### src/rtl/amsu_pkg.sv
`timescale 1ns / 1ps

package amsu_pkg;

  // Fixed field widths of the channels
  localparam int OP_W      = 4;
  localparam int SLOT_W    = 5;
  localparam int FIELD_W   = 32;
  localparam int SLOT_REGS = 3;  // A, B and counter come before the memory words

  localparam logic [SLOT_W-1:0] SLOT_A   = 5'd0;
  localparam logic [SLOT_W-1:0] SLOT_B   = 5'd1;
  localparam logic [SLOT_W-1:0] SLOT_CNT = 5'd2;

  typedef enum logic [OP_W-1:0] {
    OP_NOP   = 4'd0,
    OP_ADD   = 4'd1,
    OP_SUB   = 4'd2,
    OP_MUL   = 4'd3,
    OP_DIV   = 4'd4,
    OP_A2B   = 4'd5,
    OP_B2A   = 4'd6,
    OP_LDA   = 4'd7,
    OP_LDB   = 4'd8,
    OP_MEMW  = 4'd9,
    OP_DEC   = 4'd10,
    OP_INC   = 4'd11,
    OP_CLR   = 4'd12,
    OP_DUMP  = 4'd15
  } op_t;

  typedef enum logic [1:0] {
    ST_IDLE,
    ST_ITER,
    ST_COMMIT,
    ST_DUMP
  } state_t;

  // Controller to datapath
  typedef struct packed {
    logic              exec;    // execute accepted opcode
    logic              start;   // load iterative mul/div unit
    logic              step;    // one mul/div iteration
    logic              commit;  // write mul/div result into A
    logic              emit;    // load output register with slot below
    logic [SLOT_W-1:0] slot;
  } amsu_cmd_t;

  // Datapath to controller
  typedef struct packed {
    logic b_zero;
    logic out_free;
  } amsu_stat_t;

endpackage

### src/rtl/accumulator_machine_step_unit.sv
`timescale 1ns / 1ps
// Channel | Direction | Ports                                            | Transfer
// in      | input     | in_func, in_value, in_addr, in_mem_data          | in_valid & !in_stall
// out     | output    | out_slot, out_word, out_div_fault, out_last      | out_valid & !out_stall
//
// Register, memory and counter opcodes act when accepted; the next item can follow at once.
// Multiply and divide run one bit per cycle in ST_ITER and then write A back in ST_COMMIT;
// a divide by zero only sets the fault flag and does not start the mul/div unit.
// A dump makes MEM_WORDS + 3 transfers (18), one per cycle while out_stall is low, and
// takes the input again once the final result sits in the output register.
// Synchronous reset clears all but the payload registers; in_stall is high while an item runs.

module accumulator_machine_step_unit #(
  parameter int DATA_WIDTH = 32,
  parameter int MEM_WORDS  = 15,
  parameter int WORD_BITS  = 4
) (
  input  logic                                 clk,
  input  logic                                 rst_n,
  input  logic                                 in_valid,
  output logic                                 in_stall,
  input  logic [amsu_pkg::OP_W-1:0]            in_func,
  input  logic signed [amsu_pkg::FIELD_W-1:0]  in_value,
  input  logic [3:0]                           in_addr,
  input  logic [3:0]                           in_mem_data,
  output logic                                 out_valid,
  input  logic                                 out_stall,
  output logic [amsu_pkg::SLOT_W-1:0]          out_slot,
  output logic signed [amsu_pkg::FIELD_W-1:0]  out_word,
  output logic                                 out_div_fault,
  output logic                                 out_last
);
  import amsu_pkg::*;

  amsu_cmd_t  cmd;
  amsu_stat_t stat;

  // Sequencer
  amsu_ctrl #(
    .DATA_WIDTH (DATA_WIDTH),
    .MEM_WORDS  (MEM_WORDS)
  ) u_ctrl (
    .clk      (clk),
    .rst_n    (rst_n),
    .in_valid (in_valid),
    .in_func  (in_func),
    .in_stall (in_stall),
    .stat     (stat),
    .cmd      (cmd)
  );

  // Registers, memory, mul/div unit and output register
  amsu_dp #(
    .DATA_WIDTH (DATA_WIDTH),
    .MEM_WORDS  (MEM_WORDS),
    .WORD_BITS  (WORD_BITS)
  ) u_dp (
    .clk           (clk),
    .rst_n         (rst_n),
    .cmd           (cmd),
    .stat          (stat),
    .in_func       (in_func),
    .in_value      (in_value),
    .in_addr       (in_addr),
    .in_mem_data   (in_mem_data),
    .out_stall     (out_stall),
    .out_valid     (out_valid),
    .out_slot      (out_slot),
    .out_word      (out_word),
    .out_div_fault (out_div_fault),
    .out_last      (out_last)
  );

endmodule

### src/rtl/amsu_ctrl.sv
`timescale 1ns / 1ps

module amsu_ctrl #(
  parameter int DATA_WIDTH = 32,
  parameter int MEM_WORDS  = 15
) (
  input  logic                              clk,
  input  logic                              rst_n,
  input  logic                              in_valid,
  input  logic [amsu_pkg::OP_W-1:0]         in_func,
  output logic                              in_stall,
  input  amsu_pkg::amsu_stat_t              stat,
  output amsu_pkg::amsu_cmd_t               cmd
);
  import amsu_pkg::*;

  localparam int CNT_W = $clog2(DATA_WIDTH);
  localparam logic [CNT_W-1:0]  CNT_LAST  = CNT_W'(DATA_WIDTH - 1);
  localparam logic [SLOT_W-1:0] SLOT_LAST = SLOT_W'(MEM_WORDS + SLOT_REGS - 1);

  state_t            state_r, state_nxt;
  logic [CNT_W-1:0]  cnt_r, cnt_nxt;
  logic [SLOT_W-1:0] slot_r, slot_nxt;
  logic              accept;
  op_t               op;

  // State and counters
  always_ff @(posedge clk) begin
    if (!rst_n) begin
      state_r <= ST_IDLE;
      cnt_r   <= '0;
      slot_r  <= '0;
    end else begin
      state_r <= state_nxt;
      cnt_r   <= cnt_nxt;
      slot_r  <= slot_nxt;
    end
  end

  // Next state and commands
  always_comb begin
    state_nxt = state_r;
    cnt_nxt   = cnt_r;
    slot_nxt  = slot_r;
    op        = op_t'(in_func);
    in_stall  = (state_r != ST_IDLE);
    accept    = in_valid && !in_stall;
    cmd       = '0;
    cmd.slot  = slot_r;
    case (state_r)
      ST_IDLE: begin
        if (accept) begin
          cmd.exec = 1'b1;
          case (op)
            OP_MUL: begin
              cmd.start = 1'b1;
            end
            OP_DIV: begin
              // divide by zero only sets the sticky flag
              cmd.start = !stat.b_zero;
            end
            OP_DUMP: begin
              slot_nxt  = SLOT_A;
              state_nxt = ST_DUMP;
            end
            default: ;
          endcase
          if (cmd.start) begin
            cnt_nxt   = '0;
            state_nxt = ST_ITER;
          end
        end
      end
      ST_ITER: begin
        cmd.step = 1'b1;
        cnt_nxt  = cnt_r + 1'b1;
        if (cnt_r == CNT_LAST) begin
          state_nxt = ST_COMMIT;
        end
      end
      ST_COMMIT: begin
        cmd.commit = 1'b1;
        state_nxt  = ST_IDLE;
      end
      ST_DUMP: begin
        cmd.emit = stat.out_free;
        if (stat.out_free) begin
          if (slot_r == SLOT_LAST) begin
            state_nxt = ST_IDLE;
          end else begin
            slot_nxt = slot_r + 1'b1;
          end
        end
      end
      default: begin
        state_nxt = ST_IDLE;
      end
    endcase
  end

endmodule

### src/rtl/amsu_dp.sv
`timescale 1ns / 1ps

module amsu_dp #(
  parameter int DATA_WIDTH = 32,
  parameter int MEM_WORDS  = 15,
  parameter int WORD_BITS  = 4
) (
  input  logic                                 clk,
  input  logic                                 rst_n,
  input  amsu_pkg::amsu_cmd_t                  cmd,
  output amsu_pkg::amsu_stat_t                 stat,
  input  logic [amsu_pkg::OP_W-1:0]            in_func,
  input  logic signed [amsu_pkg::FIELD_W-1:0]  in_value,
  input  logic [3:0]                           in_addr,
  input  logic [3:0]                           in_mem_data,
  input  logic                                 out_stall,
  output logic                                 out_valid,
  output logic [amsu_pkg::SLOT_W-1:0]          out_slot,
  output logic signed [amsu_pkg::FIELD_W-1:0]  out_word,
  output logic                                 out_div_fault,
  output logic                                 out_last
);
  import amsu_pkg::*;

  localparam int W    = DATA_WIDTH;
  localparam int MA_W = (MEM_WORDS > 1) ? $clog2(MEM_WORDS) : 1;
  localparam logic [SLOT_W-1:0] SLOT_LAST = SLOT_W'(MEM_WORDS + SLOT_REGS - 1);

  // Architectural state
  logic [W-1:0]         acc_a_r, acc_a_nxt;
  logic [W-1:0]         acc_b_r, acc_b_nxt;
  logic [W-1:0]         cnt_r, cnt_nxt;
  logic                 fault_r, fault_nxt;
  logic [WORD_BITS-1:0] mem_r [MEM_WORDS];

  // Iterative mul/div unit
  logic [W-1:0] work_r, work_nxt;    // product or remainder
  logic [W-1:0] shift_r, shift_nxt;  // multiplier or dividend/quotient
  logic [W-1:0] opnd_r, opnd_nxt;    // multiplicand or divisor
  logic         is_div_r, is_div_nxt;
  logic         neg_r, neg_nxt;

  // Output register
  logic                      out_valid_r;
  logic [SLOT_W-1:0]         out_slot_r;
  logic signed [FIELD_W-1:0] out_word_r;
  logic                      out_fault_r;
  logic                      out_last_r;

  op_t                  op;
  logic [W-1:0]         value_ext;
  logic                 a_neg, b_neg;
  logic [W-1:0]         a_mag, b_mag;
  logic [W:0]           div_shifted, div_diff;
  logic [W-1:0]         div_rem;
  logic                 wr_en;
  logic [MA_W-1:0]      wr_idx, rd_idx;
  logic [15:0]          wr_data_ext;
  logic [WORD_BITS-1:0] wr_data;
  logic [FIELD_W-1:0]   word_sel;

  assign op        = op_t'(in_func);
  assign value_ext = W'(in_value);
  assign a_neg     = acc_a_r[W-1];
  assign b_neg     = acc_b_r[W-1];
  assign a_mag     = a_neg ? (~acc_a_r + 1'b1) : acc_a_r;
  assign b_mag     = b_neg ? (~acc_b_r + 1'b1) : acc_b_r;

  assign stat.b_zero   = (acc_b_r == '0);
  assign stat.out_free = !out_valid_r || !out_stall;

  // Restoring divide step on magnitudes
  assign div_shifted = {work_r, shift_r[W-1]};
  assign div_diff    = div_shifted - {1'b0, opnd_r};
  assign div_rem     = div_diff[W] ? div_shifted[W-1:0] : div_diff[W-1:0];

  // Memory write port, addresses 1..MEM_WORDS
  assign wr_en       = cmd.exec && (op == OP_MEMW) && (in_addr != 4'd0) &&
                       (int'(in_addr) <= MEM_WORDS);
  assign wr_idx      = MA_W'(in_addr - 4'd1);
  assign wr_data_ext = 16'(in_mem_data);
  assign wr_data     = wr_data_ext[WORD_BITS-1:0];
  assign rd_idx      = MA_W'(cmd.slot - SLOT_W'(SLOT_REGS));

  // Register file updates
  always_comb begin
    acc_a_nxt = acc_a_r;
    acc_b_nxt = acc_b_r;
    cnt_nxt   = cnt_r;
    fault_nxt = fault_r;
    if (cmd.exec) begin
      case (op)
        OP_ADD:  acc_a_nxt = acc_a_r + acc_b_r;
        OP_SUB:  acc_a_nxt = acc_a_r - acc_b_r;
        OP_DIV:  fault_nxt = fault_r | stat.b_zero;
        OP_A2B: begin
          acc_b_nxt = acc_a_r;
          acc_a_nxt = '0;
        end
        OP_B2A: begin
          acc_a_nxt = acc_b_r;
          acc_b_nxt = '0;
        end
        OP_LDA:  acc_a_nxt = value_ext;
        OP_LDB:  acc_b_nxt = value_ext;
        OP_DEC:  cnt_nxt   = cnt_r - 1'b1;
        OP_INC:  cnt_nxt   = cnt_r + 1'b1;
        OP_CLR:  cnt_nxt   = '0;
        default: ;
      endcase
    end
    if (cmd.commit) begin
      if (is_div_r) begin
        acc_a_nxt = neg_r ? (~shift_r + 1'b1) : shift_r;
      end else begin
        acc_a_nxt = work_r;
      end
    end
  end

  // Mul/div iteration: one bit per cycle
  always_comb begin
    work_nxt   = work_r;
    shift_nxt  = shift_r;
    opnd_nxt   = opnd_r;
    is_div_nxt = is_div_r;
    neg_nxt    = neg_r;
    if (cmd.start) begin
      is_div_nxt = (op == OP_DIV);
      neg_nxt    = a_neg ^ b_neg;
      work_nxt   = '0;
      if (op == OP_DIV) begin
        shift_nxt = a_mag;
        opnd_nxt  = b_mag;
      end else begin
        shift_nxt = acc_b_r;
        opnd_nxt  = acc_a_r;
      end
    end else if (cmd.step) begin
      if (is_div_r) begin
        work_nxt  = div_rem;
        shift_nxt = {shift_r[W-2:0], ~div_diff[W]};
      end else begin
        if (shift_r[0]) begin
          work_nxt = work_r + opnd_r;
        end
        opnd_nxt  = {opnd_r[W-2:0], 1'b0};
        shift_nxt = {1'b0, shift_r[W-1:1]};
      end
    end
  end

  // Register word select; memory words are read in the payload block
  always_comb begin
    case (cmd.slot)
      SLOT_A:   word_sel = FIELD_W'($signed(acc_a_r));
      SLOT_B:   word_sel = FIELD_W'($signed(acc_b_r));
      SLOT_CNT: word_sel = FIELD_W'($signed(cnt_r));
      default:  word_sel = '0;
    endcase
  end

  // Control and architectural state with reset
  always_ff @(posedge clk) begin
    if (!rst_n) begin
      acc_a_r     <= '0;
      acc_b_r     <= '0;
      cnt_r       <= '0;
      fault_r     <= 1'b0;
      out_valid_r <= 1'b0;
      for (int i = 0; i < MEM_WORDS; i++) begin
        mem_r[i] <= '0;
      end
    end else begin
      acc_a_r <= acc_a_nxt;
      acc_b_r <= acc_b_nxt;
      cnt_r   <= cnt_nxt;
      fault_r <= fault_nxt;
      if (wr_en) begin
        mem_r[wr_idx] <= wr_data;
      end
      if (cmd.emit) begin
        out_valid_r <= 1'b1;
      end else if (!out_stall) begin
        out_valid_r <= 1'b0;
      end
    end
  end

  // Payload registers
  always_ff @(posedge clk) begin
    work_r   <= work_nxt;
    shift_r  <= shift_nxt;
    opnd_r   <= opnd_nxt;
    is_div_r <= is_div_nxt;
    neg_r    <= neg_nxt;
    if (cmd.emit) begin
      out_slot_r  <= cmd.slot;
      if (cmd.slot < SLOT_W'(SLOT_REGS)) begin
        out_word_r <= word_sel;
      end else begin
        out_word_r <= FIELD_W'(mem_r[rd_idx]);
      end
      out_fault_r <= (cmd.slot == SLOT_A) ? fault_r : 1'b0;
      out_last_r  <= (cmd.slot == SLOT_LAST);
    end
  end

  assign out_valid     = out_valid_r;
  assign out_slot      = out_slot_r;
  assign out_word      = out_word_r;
  assign out_div_fault = out_fault_r;
  assign out_last      = out_last_r;

endmodule

### config.mk
export PLATFORM = sky130hd
export DESIGN_NAME = accumulator_machine_step_unit
export DESIGN_NICKNAME = d
export VERILOG_FILES = /design/src/rtl/amsu_pkg.sv /design/src/rtl/accumulator_machine_step_unit.sv /design/src/rtl/amsu_ctrl.sv /design/src/rtl/amsu_dp.sv
export SDC_FILE = /design/constraint.sdc
export NUM_CORES = 1
export LEC_CHECK = 0
export ABC_AREA = 1
export BUFFER_PORTS_ARGS = -buffer_cell sky130_fd_sc_hd__buf_2
export CAP_MARGIN = 20
export CORE_ASPECT_RATIO = 0.75
export CORE_MARGIN = 3
export CORE_UTILIZATION = 35
export DETAILED_ROUTE_END_ITERATION = 12
export GPL_TIMING_DRIVEN = 0
export PLACE_DENSITY_LB_ADDON = 0.08
export REMOVE_ABC_BUFFERS = 1
export SLEW_MARGIN = 25
export SYNTH_ARGS = -nofsm -noshare
export SYNTH_HDL_FRONTEND = slang
export SYNTH_SLANG_ARGS = --single-unit
export TNS_END_PERCENT = 20
### constraint.sdc
create_clock -name clk -period 9.1 [get_ports clk]
set_input_delay 0.455 -clock clk [delete_from_list [all_inputs] [get_ports clk]]
set_output_delay 0.455 -clock clk [all_outputs]
set_load 0.1 [all_outputs]
Yosys cells after proc, flatten, opt, wreduce, memory -nomap -nowiden
Memory sizes are Yosys's and may differ from the RTL's.
Cells that the tools add are included.
- flip-flop bits (word level): 247
- latch bits: 0
- bits in writable memories: 60
- bits in read-only memories: 0
- bits of input ports: 48
- memories: 1
- memories (memory ; depth ; bits a word ; rd ports ; clocked after Yosys merged registers in ; write ports ; RTL line ; source):
    u_dp.mem_r ; 15 ; 4 ; 1 ; 0 ; 15 ; amsu_dp.sv:34 ; logic [WORD_BITS-1:0] mem_r [MEM_WORDS];
- add/sub/neg operators: 13
- multiply operators: 0
- div/mod/pow operators: 0
- magnitude comparators: 1
- eq/ne operators: 30
- shifts and indexed selects: 0
- muxes and demuxes: 54
- bitwise operators: 6
- reductions and logical operators: 31
- operator list (kind ; count):
    32-bit two-way mux ; 17
    32-bit one-hot mux with 3 select lines ; 3
    32-bit one-hot mux with 5 select lines ; 1
    32-bit by 1-bit adder with 32-bit output (second input constant) ; 4
    32-bit inverter ; 3
    32-bit adder ; 2
    33-bit by 32-bit subtractor with 33-bit output ; 1
    32-bit zero test ; 1
    32-bit by 1-bit subtractor with 32-bit output (second input constant) ; 1
    32-bit subtractor ; 1
    5-bit two-way mux ; 6
    4-bit == test (second input constant) ; 6
    5-bit one-hot mux with 2 select lines ; 2
    4-bit by 3-bit == test with 1-bit output (second input constant) ; 4
    2-bit two-way mux ; 8
    1-bit two-way mux ; 12
    4-bit two-way mux ; 3
    2-bit by 1-bit inequality test with 1-bit output (second input constant) ; 6
    2-bit AND reduction ; 6
    2-bit nonzero test ; 6
    5-bit by 1-bit adder with 5-bit output (second input constant) ; 2
    5-bit == test (second input constant) ; 2
    5-bit AND reduction ; 2
    4-bit by 2-bit == test with 1-bit output (second input constant) ; 2
    25 further kinds ; 34

Depth between registers and ports, before layout
Gate-level depths: netlist of the first run.
- depth after elaboration: 14
- mapped depth: 28

Hierarchy
A second synthesis of the first run with hierarchy kept.
- cell total of the unflattened synthesis: 4257
- area, all modules: 27380.0 sq um
- modules (own cells, without submodules) (module ; instances ; cells an instance ; area each (sq um) ; sequential area each (sq um)):
    amsu_dp ; 1 ; 4129 ; 26570.5 ; 7677.4
    amsu_ctrl ; 1 ; 128 ; 809.5 ; 240.2

Worst setup path before layout of the first run
OpenSTA, ideal clock, no wires.
- path kind: register -> register
- start: register u_dp.is_div_r
- end: register u_dp.opnd_r[0] (enable)
- library setup time: 0.466 ns
- data arrival time: 3.440 ns
- required time: 8.634 ns
- path slack: 5.194 ns
- stages on the path, launching flop included: 6
- buffers on the path: 4
- period minus slack after synthesis: 3.906 ns
- cells stage by stage: edfxtp_1 > buf_2 > clkbuf_1 > clkbuf_1 > buf_1 > o21ai_0
- word-level cells in the longest chain between the ends: 2
- RTL lines (element ; RTL line ; source):
    start: declaration ; amsu_dp.sv:40 ; logic is_div_r, is_div_nxt;
    start signal: assignment ; amsu_dp.sv:195 ; is_div_r <= is_div_nxt;
    2-bit inequality test (no source line) ; n/a ;
    2-bit AND reduction (no source line) ; n/a ;
    end signal: assignment ; amsu_dp.sv:194 ; opnd_r <= opnd_nxt;
    end: declaration ; amsu_dp.sv:39 ; logic [W-1:0] opnd_r, opnd_nxt;
Every way passes these cells.
A chain may end at the register's enable or synchronous reset.

Worst setup path after layout of the first run
- start: register u_dp.acc_b_r[0]
- end: register u_dp.acc_a_r[24]
- word-level cells in the longest chain between the ends: 4
- RTL lines (element ; RTL line ; source):
    start: declaration ; amsu_dp.sv:31 ; logic [W-1:0] acc_b_r, acc_b_nxt;
    start signal: assignment ; amsu_dp.sv:176 ; acc_b_r <= acc_b_nxt;
    32-bit subtractor or 32-bit adder (tied branches) ; amsu_dp.sv:94, amsu_dp.sv:93 ;
    32-bit one-hot mux with 5 select lines * ; amsu_dp.sv:92 ; case (op)
    32-bit two-way mux * ; amsu_dp.sv:91 ; if (cmd.exec) begin
    32-bit two-way mux * ; amsu_dp.sv:112 ; if (cmd.commit) begin
    end signal: assignment ; amsu_dp.sv:175 ; acc_a_r <= acc_a_nxt;
    end: declaration ; amsu_dp.sv:30 ; logic [W-1:0] acc_a_r, acc_a_nxt;
Mark *: on every way between the ends. The rest lies on a longest branch, timed or not. The select of a mux whose other input is x is not followed.

==> impl_metrics.ini, run 1 <==
[sta]
finalHoldViolCount = 0
fin_crit_sh = 0.5242
rsz0062_at_grt = no
slew_violations = 0
tns_ns = 0
hold_ws_ns = 0.04535
fin_skew_ns = 0.02730
setup_violations = 0
worst_pin_slew_ns = 1.145
max_freq_mhz = 209.6
period_needed_ns = 4.770
fin_ws_ns = 4.330
relSlewSlack = 0.2352

[floorplanning]
core-area_sq_um = 77510
die_area_sq_um = 82280
initial_core_util = 0.3560
io_pins = 89
chipWidth_um = 330.2
fp-row-count = 88
die_h_um = 249.2

[layout]
final_nets = 4595
num_antenna_cells = 0
final_layout_size_suffix_gt1_frac = 0.05794
area_growth_pct = 11.28
fin_cells = 5471
design_area_sq_um = 30700
finish.utilization = 0.3961

[power]
irDropWorstVdd_uv = 186.5
p_sw_mw = 6.162
p_sw_frac = 0.5554
power_leakage_nw = 14.60
total_power_mw = 11.09
p_int_mw = 4.933
powerDensity_nw_per_um2 = 361.3
power_frac_seq = 0.203
power.share.clock = 0.149
combPwrFrac = 0.647

[outcome]
status = completed

[yosys]
synth_top_area_cell = edfxtp_1
async_flop_share = 0
synth_area_leaders = edfxtp_1 18%, nand2_1 16%, dfxtp_1 10%, inv_1 8.6%, a21oi_1 6.6%
synthCells = 4396
synth_area_sq_um = 27590
synth_ff_type = edfxtp_1
synth_warnings = 0
postSynthAreaPerCell_sq_um = 6.277
synth_top_area_frac = 0.1839
ys_seq_elements = 311
synth-edff-count = 169
synth.distinct_cells = 59
ys_seq_area_frac = 0.2869

[setup_path]
crit_chain = inv_1 -> ha_1 -> nand4_1 -> nor2_1 -> nand3_1 -> xor2_1 -> nand2_1 -> o21ai_0 -> ha_1 -> nand2_1 -> nor2_1 -> inv_1 -> nor3_1 -> nand3_1 -> nand3_1 -> nor2_1 -> o21ai_0 -> nand2_1 -> a21oi_1
cp_slowest_cell = nor2_1
arrival_ns = 5.29
worst_ep_required_time_ns = 9.62
cp_max_fo = 5
end_kind = flip-flop
start_kind = flip-flop
slowest_delay_ns = 0.56
crit_type = reg2reg

[drt]
routed_wl_mm = 118.0
drc = 0
num_vias = 29950
viasPerCell = 5.474
routedWlPerCell_um = 21.57
dr.pass1.iters = 6
final_antenna_net_count = 0
drt-initial-drc-count = 3573

[clocking]
cts_tree = yes
numCtsBuffers = 39
clk_latency_ns = 0.61
clock_sink_count = 311
clockBufferDepth = 3
cts-root-buf = clkbuf_16
post_cts_resized = 0
h-tree-depth = 2
clkTransAtPathRegs_ns = 0.06

[placed_design]
port_buffers = 88
dpl.hpwl_mm = 90.76
place_ws_ns = 4.717
place_area_sq_um = 29370
gp_congestion = 0.9753
post-place-cells = 5396

[global_route]
grt_pass1_vias = 26630
grt_pass1_wl_mm = 173.1
antenna_found_initial = 4
grt_max_degree = 103
grt-ovfl-total = 0
grt_usage = 0.2761

[hold_path]
hp-class = in2reg

[run]
drv_cap = 0
==> power groups by stage <==
stage,Clock (mW),Sequential [mW],Combinational (mW)
floorplan,0,2.20,4.65
global placement,0,2.29,6.83
detailed placement,0,2.27,6.97
CTS,1.69,2.24,7.01
global route,1.75,2.29,7.93
finish,1.66,2.25,7.18
==> synthesized netlist by cell type (44+ instances only) <==
cell type,count
a21oi_1,366
clkbuf_1,97
dfxtp_1,142
edfxtp_1,169
ha_1,138
inv_1,629
nand2_1,1163
nand3_1,303
nor2_1,474
nor3_1,46
o21ai_0,317
o21ai_1,46
o221ai_1,44
o22ai_1,73
==> final cells by class <==
type	count	area, sq um
clock buffers	51	1051
clock inverters	21	254.0
fillers	8615	46810
inverters	651	2454
multi-input cells	3278	16600
flip-flops and latches	311	7921
well taps	1035	1295
repair buffers	124	1132
==> final timing paths <==
| check | from | end | slack, ns | cells past startpoint |
|---|---|---|---|---|
| worst max-delay path | u_dp.acc_b_r[0] | u_dp.acc_a_r[24] | 4.33 | 19 |
| worst min-delay path | in_mem_data[2] | u_dp.mem_r[15][2] | 0.05 | 1 |
| worst max register to register | u_dp.acc_b_r[0] | u_dp.acc_a_r[24] | 4.33 | 19 |
| worst min register to register | u_dp.cnt_r[31] | u_dp.cnt_r[31] | 0.47 | 2 |
==> sequential cells by signal, indices dropped and copies added (netlist names) <==
| signal | flops |
|---|---|
| u_ctrl.slot_r | 5 |
| u_dp.acc_a_r | 32 |
| u_dp.out_div_fault | 1 |
| u_dp.acc_b_r | 32 |
| u_dp.out_last | 1 |
| u_dp.out_slot | 5 |
| u_ctrl.cnt_r | 5 |
| u_dp.cnt_r | 32 |
| u_dp.opnd_r | 32 |
| u_dp.out_valid | 1 |
| u_dp.work_r | 32 |
| u_dp.shift_r | 32 |
| u_dp.mem_r | 64 |
| u_ctrl.state_r | 2 |
| u_dp.fault_r | 1 |
| u_dp.out_word | 32 |
| u_dp.is_div_r | 1 |
| u_dp.neg_r | 1 |
==> repair_timing <==
| action | 4_1_cts | 5_1_grt |
|---|---|---|
| hold endpoints to repair | 3 | 0 |
| hold buffers | 3 | 0 |
| setup buffers | 0 | 0 |
==> cell usage in the layout, fill, tap and decap left out, drive strengths merged, types with 4 or more instances in the layout <==
cell,count
nand2,1173
inv,647
nor2,484
a21oi,366
o21ai,364
nand3,305
edfxtp,169
dfxtp,142
ha,138
buf,121
o22ai,73
clkbuf,51
nor3,46
o221ai,44
xor2,38
nand4,33
a31oi,27
o211ai,24
xnor2,22
o21bai,21
clkinv,19
nand3b,16
a21o,12
or2,12
o32ai,11
a22oi,11
nor4,8
o21a,7
a211oi,6
mux2i,5
nor3b,4
fa,4
bufinv,4
conb,4
==> logic make-up (layout without fill, tap and decap cells) <==
family,after synthesis,count (layout),share of synthesized area
XOR/XNOR,60,60,0.01904
AO/OA/AOI/OAI,980,980,0.1996
adder cells (fa/ha/maj),142,142,0.06548
flip-flops,311,311,0.2869
buffers and inverters,810,847,0.1157
other,1,4,0.0001359
AND/OR/NAND/NOR,2087,2087,0.3113
multiplexers,5,5,0.001814
==> metal layers <==
layer	part of all wire	wire length, um	track usage
met1	0.49	57460	0.4316
met2	0.39	46510	0.3773
met3	0.096	11350	0.05999
met4	0.023	2679	0.06360
met5	0.00019	23	0
==> critical path, delay by kind of cell (launching register included) <==
kind	cells	cell delay, ns
buf+inv	2	0.32
fa+ha+maj	2	0.85
simple gates	11	2.23
xor+xnor	1	0.21
compound gates	3	0.72
flops	1	0.37
Note: power is estimated with default switching activity, not from simulation.
==> run 2: changes to the inputs <==
clock period = 5 ns   (was 9.1 ns; I/O delays follow)
==> impl_metrics.ini, run 2 (synthesized netlist as in run 1, its figures left out) <==
[power]
power_leakage_nw = 14.61
irDropWorstVdd_uv = 338.1
power.share.clock = 0.149
p_int_mw = 8.979
powerDensity_nw_per_um2 = 657.0
p_sw_frac = 0.5552
power_frac_seq = 0.203
combPwrFrac = 0.648
p_sw_mw = 11.21

[sta]
worst_pin_slew_ns = 1.129
tns_ns = 0
fin_crit_sh = 0.9579
relSlewSlack = 0.2460
fin_skew_ns = 0.02901
setup_violations = 0
finalHoldViolCount = 0
period_needed_ns = 4.789
max_freq_mhz = 208.8
rsz0062_at_grt = no
hold_ws_ns = 0.05153
slew_violations = 0

[global_route]
grt_max_degree = 103
grt_pass1_wl_mm = 173.1
grt_usage = 0.2761
grt-ovfl-total = 0
antenna_found_initial = 4
grt_pass1_vias = 26640

[clocking]
h-tree-depth = 2
cts-root-buf = clkbuf_16
cts_tree = yes
clkTransAtPathRegs_ns = 0.06
clock_sink_count = 311
clk_latency_ns = 0.61
clockBufferDepth = 3
post_cts_resized = 0
cts_setup_buffers = 0
numCtsBuffers = 39

[layout]
num_antenna_cells = 0
area_growth_pct = 11.35
final_cell_mix = 1156 x nand2_1, 625 x inv_1, 473 x nor2_1, 364 x a21oi_1, 316 x o21ai_0
largest_reg_flops = 64
top_register = u_dp.mem_r
final_nets = 4597
design_area_sq_um = 30720
final_layout_size_suffix_gt1_frac = 0.05791
layout_commonest_cell = nand2_1
fillers = 8613

[drt]
routedWlPerCell_um = 21.52
viasPerCell = 5.470
dr.pass1.iters = 6
num_vias = 29940
routed_wl_mm = 117.8
drc = 0
final_antenna_net_count = 0
drt-initial-drc-count = 3431

[setup_path]
start_kind = flip-flop
crit_chain = inv_1 -> ha_1 -> nand4_1 -> nor2_1 -> nand3_1 -> xor2_1 -> nand2_1 -> o21ai_0 -> ha_1 -> nand2_1 -> nor2_1 -> inv_1 -> nor3_1 -> nand3_1 -> nand3_1 -> nor2_1 -> o21ai_0 -> nand2_1 -> a21oi_1
r2r_slack_ns = 0.21
crit_type = reg2reg
end_kind = flip-flop
arrival_ns = 5.31
regToRegStartpoint = u_dp.acc_b_r[0]
cp_max_fo = 5
cp_slowest_cell = nor2_1
slowest_delay_ns = 0.55
worst_ep_required_time_ns = 5.52
r2r_cells = 19
worstReg2RegEnd = u_dp.acc_a_r[24]

[outcome]
status = completed

[floorplanning]
io_pins = 89
chipWidth_um = 330.2
initial_core_util = 0.3560
die_area_sq_um = 82280
core-area_sq_um = 77510
fp-row-count = 88
die_h_um = 249.2

[hold_path]
worstHoldStart = in_value[3]
hp-class = in2reg
hold_depth = 5
hold-path-endpoint = u_dp.acc_b_r[3]

[placed_design]
port_buffers = 88
dpl.hpwl_mm = 90.76
place_area_sq_um = 29370
gp_congestion = 0.9753

[run]
drv_cap = 0
## run 2: cell types whose count changed in the layout (fill, tap and decap cells not counted)
cell / previous run / this run
dlygate4sd3_1: 3 / 5
## run 2: area by class of cell
| type | instances | area (sq um) | share of cell area |
|---|---|---|---|
| Multi-Input combinational cell | 3278 | 16600 | 0.5402 |
| Tap cell | 1035 | 1295 | 0.04215 |
| Clock inverter | 21 | 254.0 | 0.008267 |
| Clock buffer | 51 | 1051 | 0.03421 |
| Timing Repair Buffer | 126 | 1152 | 0.03751 |
| Sequential cell | 311 | 7921 | 0.2578 |
| Inverter | 651 | 2454 | 0.07986 |
## run 2: worst max path at each step
stage / start / end / slack, ns
detailed placement: u_dp.acc_b_r[0] / u_dp.acc_a_r[24] / 0.62
finish: u_dp.acc_b_r[0] / u_dp.acc_a_r[24] / 0.21
floorplan: u_dp.is_div_r / u_dp.work_r[0] / -0.61
global placement: u_dp.is_div_r / u_dp.work_r[1] / -6.27
global route: u_dp.acc_b_r[0] / u_dp.acc_a_r[24] / 0.19
CTS: u_dp.acc_b_r[0] / u_dp.acc_a_r[24] / 0.62
## run 2: per-layer routing
metal / wire [um] / up-vias / GRT usage
met5: 23 / - / 0
met4: 2588 / 4 / 0.06360
met3: 11180 / 126 / 0.05999
met2: 46590 / 1214 / 0.3773
met1: 57410 / 14010 / 0.4315
li1: - / 14580 / -
## run 2: worst max-delay path: cells and delay by family (launching register included)
family / cells / cell delay [ns]
buffers and inverters: 2 / 0.35
adders and majority gates: 2 / 0.86
xor gates and xnor gates: 1 / 0.21
and+or+nand+nor: 11 / 2.21
DFF: 1 / 0.37
AOI/OAI and AO/OA: 3 / 0.72
## run 2: through the flow
step	total power, mW	utilization	worst slack, ns	std cells
2_1_floorplan	12.48	-	-0.6065	4240
3_3_place_gp	16.61	0.3689	-6.269	5363
3_5_place_dp	16.82	0.3789	0.6174	5396
4_1_cts	19.93	0.3963	0.6178	5473
5_1_grt	21.77	0.3964	0.1862	5473
6_report	20.19	0.3964	0.2106	5473
## run 2: timing repair
item	in CTS	in global routing
endpoints found under the setup margin	0	0
hold buffers	5	0
endpoints found under the hold margin	5	0
## run 2: power by group through the flow
stage	registers, mW	logic [mW]	clock network, mW
2_1_floorplan	4.01	8.47	0
3_3_place_gp	4.18	12.4	0
3_5_place_dp	4.13	12.7	0
4_1_cts	4.08	12.8	3.08
5_1_grt	4.16	14.4	3.18
6_report	4.10	13.1	3.01
